## src/rtl/core/hdfr_pkg.sv

```systemverilog
// Shared constants for the HD44780 expander framer: opcodes, register
// indexes, reset values of the configuration registers and cursor bases.
// No dependencies.
`timescale 1ns / 1ps
`default_nettype none

package hdfr_pkg;

  typedef enum logic [1:0] {
    OP_COMMAND = 2'd0,
    OP_CHAR    = 2'd1,
    OP_CURSOR  = 2'd2,
    OP_NUMBER  = 2'd3
  } opcode_e;

  typedef enum logic [1:0] {
    REG_DEVICE_ADDRESS = 2'd0,
    REG_RS_MASK        = 2'd1,
    REG_ENABLE_MASK    = 2'd2,
    REG_BACKLIGHT_MASK = 2'd3
  } reg_index_e;

  localparam logic [6:0] DeviceAddressReset = 7'd39;
  localparam logic [3:0] RsMaskReset        = 4'd1;
  localparam logic [3:0] EnableMaskReset    = 4'd4;
  localparam logic [3:0] BacklightMaskReset = 4'd8;

  localparam logic [7:0] Row0Base = 8'h80;
  localparam logic [7:0] Row1Base = 8'hC0;
  localparam logic [3:0] NibMask  = 4'hF;
  localparam logic [3:0] AsciiDigitHigh = 4'h3;

  localparam int unsigned NumDigits = 10;
  localparam int unsigned ValueWidth = 32;

endpackage

`default_nettype wire

```

## src/rtl/core/hd44780_i2c_expander_framer.sv

```systemverilog
// HD44780 4-bit framer for an I2C port expander; depends on hdfr_pkg.
// A command, character or cursor request shows its first frame in the cycle after
// acceptance; a number first runs 32 double-dabble steps and then drops its leading
// zeros before its first frame. Frames then follow one per
// cycle while the sink is ready, four per LCD byte. Throughput: one request at a time,
// tready high only while idle. Reset (rst_ni low, asynchronous) restores register defaults.
`timescale 1ns / 1ps
`default_nettype none

module hd44780_i2c_expander_framer (
  input  wire logic        clk_i,
  input  wire logic        rst_ni,
  // Configuration write port.
  input  wire logic        cfg_we_i,
  input  wire logic [1:0]  cfg_index_i,
  input  wire logic [6:0]  cfg_data_i,
  // Request stream.
  input  wire logic        s_axis_tvalid,
  output      logic        s_axis_tready,
  // tdata: value[31:0], row[32], column[38:33], zero pad[39].
  input  wire logic [39:0] s_axis_tdata,
  // tuser: opcode[1:0].
  input  wire logic [1:0]  s_axis_tuser,
  // Frame stream.
  output      logic        m_axis_tvalid,
  input  wire logic        m_axis_tready,
  // tdata: address[6:0], frame[14:7], zero pad[15].
  output      logic [15:0] m_axis_tdata,
  output      logic        m_axis_tlast
);

  localparam int unsigned BcdWidth = 4 * hdfr_pkg::NumDigits;
  localparam int unsigned BitCntWidth = $clog2(hdfr_pkg::ValueWidth);
  localparam int unsigned DigCntWidth = $clog2(hdfr_pkg::NumDigits + 1);

  localparam logic [1:0] StIdle = 2'd0;
  localparam logic [1:0] StConv = 2'd1;
  localparam logic [1:0] StSkip = 2'd2;
  localparam logic [1:0] StEmit = 2'd3;

  logic [6:0] dev_addr_q;
  logic [3:0] rs_mask_q, en_mask_q, bl_mask_q;

  logic [1:0] state_q, state_d;
  logic [1:0] fcnt_q, fcnt_d;
  logic       is_num_q, is_num_d;
  logic       is_data_q, is_data_d;
  logic [7:0] byte_q, byte_d;
  logic [hdfr_pkg::ValueWidth-1:0] bin_q, bin_d;
  logic [BcdWidth-1:0] bcd_q, bcd_d;
  logic [BitCntWidth-1:0] bit_cnt_q, bit_cnt_d;
  logic [DigCntWidth-1:0] ndig_q, ndig_d;

  logic [BcdWidth-1:0] bcd_adj;
  logic [7:0] cur_byte;
  logic [3:0] cur_nib;
  logic [7:0] frame_base;
  logic [7:0] frame;
  logic       last_frame;
  logic       in_fire, out_fire;
  logic [7:0] cursor_base;

  // Configuration registers.
  always_ff @(posedge clk_i or negedge rst_ni) begin
    if (!rst_ni) begin
      dev_addr_q <= hdfr_pkg::DeviceAddressReset;
      rs_mask_q  <= hdfr_pkg::RsMaskReset;
      en_mask_q  <= hdfr_pkg::EnableMaskReset;
      bl_mask_q  <= hdfr_pkg::BacklightMaskReset;
    end else if (cfg_we_i) begin
      unique case (cfg_index_i)
        hdfr_pkg::REG_DEVICE_ADDRESS: dev_addr_q <= cfg_data_i;
        hdfr_pkg::REG_RS_MASK:        rs_mask_q  <= cfg_data_i[3:0] & hdfr_pkg::NibMask;
        hdfr_pkg::REG_ENABLE_MASK:    en_mask_q  <= cfg_data_i[3:0] & hdfr_pkg::NibMask;
        hdfr_pkg::REG_BACKLIGHT_MASK: bl_mask_q  <= cfg_data_i[3:0] & hdfr_pkg::NibMask;
        default: ;
      endcase
    end
  end

  // Shared add-3 unit: every BCD digit of five or more gets three added
  // before the register shifts left by one bit.
  always_comb begin
    for (int i = 0; i < hdfr_pkg::NumDigits; i++) begin
      if (bcd_q[4*i +: 4] >= 4'd5) begin
        bcd_adj[4*i +: 4] = bcd_q[4*i +: 4] + 4'd3;
      end else begin
        bcd_adj[4*i +: 4] = bcd_q[4*i +: 4];
      end
    end
  end

  assign in_fire  = s_axis_tvalid && s_axis_tready;
  assign out_fire = m_axis_tvalid && m_axis_tready;

  assign cursor_base = s_axis_tdata[32] ? hdfr_pkg::Row1Base : hdfr_pkg::Row0Base;

  assign cur_byte = is_num_q ? {hdfr_pkg::AsciiDigitHigh, bcd_q[BcdWidth-1 -: 4]} : byte_q;
  assign cur_nib  = fcnt_q[1] ? cur_byte[3:0] : cur_byte[7:4];
  assign frame_base = {cur_nib, bl_mask_q | (is_data_q ? rs_mask_q : 4'd0)};
  assign frame = fcnt_q[0] ? (frame_base & ~{4'd0, en_mask_q})
                           : (frame_base | {4'd0, en_mask_q});
  assign last_frame = (fcnt_q == 2'd3) &&
                      (!is_num_q || (ndig_q == DigCntWidth'(1)));

  always_comb begin
    state_d   = state_q;
    fcnt_d    = fcnt_q;
    is_num_d  = is_num_q;
    is_data_d = is_data_q;
    byte_d    = byte_q;
    bin_d     = bin_q;
    bcd_d     = bcd_q;
    bit_cnt_d = bit_cnt_q;
    ndig_d    = ndig_q;
    unique case (state_q)
      StIdle: begin
        if (in_fire) begin
          fcnt_d    = 2'd0;
          bin_d     = s_axis_tdata[31:0];
          bcd_d     = '0;
          bit_cnt_d = '0;
          ndig_d    = DigCntWidth'(hdfr_pkg::NumDigits);
          is_num_d  = 1'b0;
          unique case (s_axis_tuser)
            hdfr_pkg::OP_COMMAND: begin
              byte_d    = s_axis_tdata[7:0];
              is_data_d = 1'b0;
              state_d   = StEmit;
            end
            hdfr_pkg::OP_CHAR: begin
              byte_d    = s_axis_tdata[7:0];
              is_data_d = 1'b1;
              state_d   = StEmit;
            end
            hdfr_pkg::OP_CURSOR: begin
              byte_d    = 8'(cursor_base + {2'd0, s_axis_tdata[38:33]});
              is_data_d = 1'b0;
              state_d   = StEmit;
            end
            default: begin
              is_num_d  = 1'b1;
              is_data_d = 1'b1;
              state_d   = StConv;
            end
          endcase
        end
      end
      StConv: begin
        bcd_d     = {bcd_adj[BcdWidth-2:0], bin_q[hdfr_pkg::ValueWidth-1]};
        bin_d     = {bin_q[hdfr_pkg::ValueWidth-2:0], 1'b0};
        bit_cnt_d = bit_cnt_q + BitCntWidth'(1);
        if (bit_cnt_q == BitCntWidth'(hdfr_pkg::ValueWidth - 1)) begin
          state_d = StSkip;
        end
      end
      StSkip: begin
        // Leading zeros are dropped, but a zero value keeps its last digit.
        if ((bcd_q[BcdWidth-1 -: 4] == 4'd0) && (ndig_q != DigCntWidth'(1))) begin
          bcd_d  = {bcd_q[BcdWidth-5:0], 4'd0};
          ndig_d = ndig_q - DigCntWidth'(1);
        end else begin
          state_d = StEmit;
        end
      end
      StEmit: begin
        if (out_fire) begin
          fcnt_d = fcnt_q + 2'd1;
          if (last_frame) begin
            state_d = StIdle;
          end else if (fcnt_q == 2'd3) begin
            bcd_d  = {bcd_q[BcdWidth-5:0], 4'd0};
            ndig_d = ndig_q - DigCntWidth'(1);
          end
        end
      end
      default: state_d = StIdle;
    endcase
  end

  always_ff @(posedge clk_i or negedge rst_ni) begin
    if (!rst_ni) begin
      state_q <= StIdle;
      fcnt_q  <= 2'd0;
    end else begin
      state_q <= state_d;
      fcnt_q  <= fcnt_d;
    end
  end

  always_ff @(posedge clk_i) begin
    is_num_q  <= is_num_d;
    is_data_q <= is_data_d;
    byte_q    <= byte_d;
    bin_q     <= bin_d;
    bcd_q     <= bcd_d;
    bit_cnt_q <= bit_cnt_d;
    ndig_q    <= ndig_d;
  end

  assign s_axis_tready = (state_q == StIdle);
  assign m_axis_tvalid = (state_q == StEmit);
  assign m_axis_tdata  = {1'b0, frame, dev_addr_q};
  assign m_axis_tlast  = last_frame;

endmodule

`default_nettype wire

```

## config.mk

```make
export PLATFORM = sky130hd
export DESIGN_NAME = hd44780_i2c_expander_framer
export DESIGN_NICKNAME = d
export VERILOG_FILES = /design/src/rtl/core/hdfr_pkg.sv /design/src/rtl/core/hd44780_i2c_expander_framer.sv
export SDC_FILE = /design/constraint.sdc
export NUM_CORES = 1
export LEC_CHECK = 0
export CAP_MARGIN = 0
export CORE_MARGIN = 4
export CORE_UTILIZATION = 40
export CTS_CLUSTER_SIZE = 28
export DETAILED_ROUTE_END_ITERATION = 12
export DONT_BUFFER_PORTS = 1
export PLACE_DENSITY = 0.64
export SYNTH_ARGS = -nofsm -noshare
export SYNTH_HDL_FRONTEND = slang
export SYNTH_SLANG_ARGS = --single-unit
```

## constraint.sdc

```tcl
create_clock -name clk_i -period 6.5 [get_ports clk_i]
set_clock_uncertainty 0.15 [all_clocks]
set_input_delay 1.3 -clock clk_i [delete_from_list [all_inputs] [get_ports clk_i]]
set_output_delay 1.3 -clock clk_i [all_outputs]
set_load 0.005 [all_outputs]
```

Yosys cells after proc, flatten, opt, wreduce, memory -nomap -nowiden
Index checks and enable logic that the tools add are counted. Widths: inputs -> output; s select.

Bits in registers: 114. Word-level logic and storage cells: 133. Output and inout bits: 19.

Bitwise logic cells: 4. Muxes and demuxes: 44. Magnitude comparators: 10. $add $sub $neg: 14. Reductions and logical operators: 28. Equal/unequal tests: 20.

Operator list (count): $mux 40 (5); $pmux 40 s4 (1); $mux 4 (16); $pmux 32 s2 (1); $ge 4x3->1 const B (10); $add 4x2->4 const B (9); $mux 32 (1); $mux 2 (8); $mux 8 (2); $pmux 8 s2 (1); $eq 2x2->1 const B (6); $pmux 4 s3 (1); $reduce_and 2->1 (6); $pmux 5 s2 (1); $reduce_and 5->1 (2); $add 8x6->8 (1); $and 8x8->8 (1); $ne 2x1->1 const B (4); $ne 2x2->1 const B (4); $not 4->8 (1); $or 8x4->8 (1); $pmux 2 s4 (1); $mux 7 (1); $eq 2x1->1 const B (3); 23 further kinds (33).

Depth between registers and ports, before layout
Depth in word-level cells: 6. Gate-level depth with buffers: 7.

Least setup slack after synthesis
OpenSTA, ideal clock, no wires.

Path kind: input -> register. From: input s_axis_tvalid. To: register bcd_q[0] (enable). Stages: 2. Path buffers: 0. Library setup time: 503 ps. Data arrival time: 4452 ps. Slack: 1394 ps. Data required time: 5847 ps. Cells stage by stage: o22ai_2 -> a221oi_1.

Word-level cells in the longest chain between the ends: 3.

Ends and longest elaborated chain: from (decl) (RTL line hd44780_i2c_expander_framer.sv:18) `input wire logic s_axis_tvalid,`; $logic_and 1x1->1 (RTL line hd44780_i2c_expander_framer.sv:93) `assign in_fire = s_axis_tvalid && s_axis_tready;`; $ne 2x1->1 (no source line); $reduce_and 5->1 (no source line); to (signal assigned) (RTL line hd44780_i2c_expander_framer.sv:196) `bcd_q <= bcd_d;`; to (decl) (RTL line hd44780_i2c_expander_framer.sv:50) `logic [BcdWidth-1:0] bcd_q, bcd_d;`.

No other way between the ends. A chain may end at the register's enable or synchronous reset.

Worst setup path after layout
From: register ndig_q[1]. To: output m_axis_tlast.

Word-level cells in the longest chain between the ends: 3.

Ends and longest elaborated chain: from (decl) (RTL line hd44780_i2c_expander_framer.sv:52) `logic [DigCntWidth-1:0] ndig_q, ndig_d;`; from (signal assigned) (RTL line hd44780_i2c_expander_framer.sv:198) `ndig_q <= ndig_d;`; $eq 4x1->1 (RTL line hd44780_i2c_expander_framer.sv:104) `(!is_num_q || (ndig_q == DigCntWidth'(1)));`; $logic_or 1x1->1 (RTL line hd44780_i2c_expander_framer.sv:104); $logic_and 1x1->1 (RTL line hd44780_i2c_expander_framer.sv:103) `assign last_frame = (fcnt_q == 2'd3) &&`; to (decl) (RTL line hd44780_i2c_expander_framer.sv:29) `output logic m_axis_tlast`.

No other way between the ends.

==> qor.yml <==
grt_first_pass_wirelength_um: 18280
cts_root_buffer: "clkbuf_16"
seq_area_frac_synth: 0.5574
synth-xor-area-share: 0.02944
initial_utilization: 0.4094
finalHoldViolCount: 0
ys_types: 41
cts_max_path_buffers: 2
routedWlPerCell_um: 15.96
synth_fp_nets: 568
worstHoldEndpoint: "rs_mask_q[1]"
synth-adder-area-share: 0.06518
syn_inst: 481
die_area_um2: 16890
synth_area_um2: 5951
regToRegEndpoint: "bin_q[5]"
synth-compound-area-share: 0.09483
vdd.ir_drop.worst_mv: 0.2741
final_layout_size_suffix_gt1_frac: 0.1800
status: "completed"
drv_cap: 0
io_buffers: 0
wl_um: 10940
hold_class: "register to register"
cts_setup_buffers: 0
viasPerCell: 5.255
synthFlopType: "edfxtp_1"
finalSetupTns_ns: 0
holdPathStages: 1
drc: 0
grt_overflow_total: 0
endpoint_kind: "output port"
synth_top_family_by_area: "multiplexers"
worst_ep_required_time_ns: 5.05
area_delta_synth_final_pct: 14.15
r2r_slack_ns: 3.80
cts_max_level: 4
r2r_cells: 5
final_antenna_net_count: 0
num-nets-final: 574
cts_buffers: 17
period_needed_ns: 3.240
clock_latency_ns: 0.41
power_density_nw_per_um2: 561.6
syn_area_per_cell_um2: 12.37
dp_cells: 652
drv_slew: 0
worst-path-max-fanout: 4
grt_start_max_net_pins: 41
min_from: "rs_mask_q[1]"
via_count: 3600
finalNonFillerCells: 685
synth-simple-area-share: 0.08642
leakage_uw: 0.002498
path_class: "register to output port"
crit_arrival_ns: 1.79
core_um2: 14530
antenna_found_initial: 2
synth_seq_cells: 114
drt_iter0_markers: 240
ios: 75
synth.area.mux_share: 0.1356
start_kind: "register"
max_freq_mhz: 308.6
first_global_vias: 3771
min_period_over_period: 0.4985
synth_edf_count: 91
drt_first_pass_iters: 4
place.gp.congestion: 0.7660
r2r_start: "state_q[1]"
setup_ws_ns: 3.260
clk_pin_slew_ns: 0.05
holdWs_ns: 0.3562
dp_hpwl_um: 7433
worstMarginPinSlew_ns: 1.137
die_h_um: 130.0
floorplan.rows: 44
place_ws_ns: 3.680
cts_tree: "built"
cts-resized-gates: 0
async_flop_share: 0.2018
relSlewSlack: 0.2392
dieWidth_um: 130.0
grt_setup_unrepaired: "no"
clock_sinks: 114
final-setup-viol-count: 0
hold_buffers: 0
grt.total_usage: 0.1398
ys_warn_count: 0
where the power goes:
part	internal (uW)	switching [uW]	total (uW)
clock network	636	334	970
logic	552	779	1330
registers	1290	220	1510
how the worst max path moves through the flow:
stage	startpoint	to	cells past startpoint	slack [ns]
5_1_grt	ndig_q[1]	m_axis_tlast	5	3.17
3_3_place_gp	ndig_q[1]	m_axis_tlast	5	3.70
4_1_cts	ndig_q[1]	m_axis_tlast	5	3.23
3_5_place_dp	ndig_q[1]	m_axis_tlast	5	3.68
2_1_floorplan	s_axis_tvalid	bcd_q[0]	2	1.39
6_report	ndig_q[1]	m_axis_tlast	5	3.26
worst max-delay path, stage by stage, from the launching register on:
cell	delay, ns
edfxtp_1	0.38
inv_1	0.09
ha_1	0.14
or3b_4	0.40
a21bo_4	0.26
inv_1	0.11
metrics by stage:
stage / instance area (um2) / util / power, uW
after global placement: 6173 / 0.4248 / 2792
after global routing: 6793 / 0.4674 / 4116
after CTS: 6790 / 0.4672 / 3861
after floorplan: 5951 / - / 2537
final: 6793 / 0.4674 / 3815
after detailed placement: 6173 / 0.4248 / 2871
cell usage after synthesis (2+ instances only):
library cell  count  area (um2)
o22a_1            2       17.52
dfstp_2           7       183.9
dfrtp_1          16       400.4
mux2_2           38       427.9
nor2_1           17       63.81
o31ai_1           7       52.55
nand2b_1         11       68.82
nand3_1           6       30.03
a211oi_1          6       45.04
ha_1             31       387.9
and2_1            3       18.77
mux2i_1           3       30.03
a21oi_1          27       135.1
nor3b_1          12       90.09
nand2_1          42       157.7
xnor2_1          13       113.9
nand3b_1          2       15.01
o21ai_1           7       35.03
edfxtp_1         91        2733
inv_2             2       7.510
mux2_1           31       349.1
xor2_1            7       61.31
inv_1            28       105.1
clkbuf_1         15       56.30
nor2b_1           3       18.77
o21ai_0          39       195.2
layer usage:
metal | track usage | vias to the layer above | routed length, um
met2 | 0.2072 | 87 | 5018
li1 | - | 1754 | -
met4 | 0.05562 | 2 | 223
met5 | 0 | - | 7
met3 | 0.07655 | 24 | 847
met1 | 0.1710 | 1733 | 4839
flip-flops by register name, indices dropped and copies added (netlist names), 5 cells and up:
name and flops:
bcd_q 40, bin_q 32, byte_q 8, dev_addr_q 7, bit_cnt_q 5
layout make-up:
| class | instances | area, um2 |
|---|---|---|
| multi-input cells | 320 | 2484 |
| diodes | 1 | 2.502 |
| repair buffers | 4 | 30.03 |
| well taps | 184 | 230.2 |
| inverters | 30 | 112.6 |
| clock buffers | 17 | 425.4 |
| fillers | 1298 | 7741 |
| flip-flops and latches | 114 | 3317 |
| clock inverters | 15 | 191.4 |
layout by cell type, fill, tap and decap left out, types with 11 or more instances in the layout:
master | Yosys | final
nor2_1 | 17 | 16
mux2_2 | 38 | 38
o21ai_0 | 39 | 38
clkbuf_16 | 0 | 17
nand2b_1 | 11 | 11
dfrtp_1 | 16 | 16
mux2_1 | 31 | 31
ha_1 | 31 | 31
nand2_1 | 42 | 42
a21oi_1 | 27 | 27
nor3b_1 | 12 | 12
edfxtp_1 | 91 | 91
inv_1 | 28 | 28
xnor2_1 | 13 | 13
cell families (layout without fill, tap and decap cells):
group	count (synthesis)	after routing
xor+xnor	20	20
fa+ha+maj	31	31
other cells	1	2
flops	114	114
buf+inv	47	66
mux	72	72
simple gates	102	102
compound gates	94	94
Note: power is estimated with default switching activity, not from simulation.
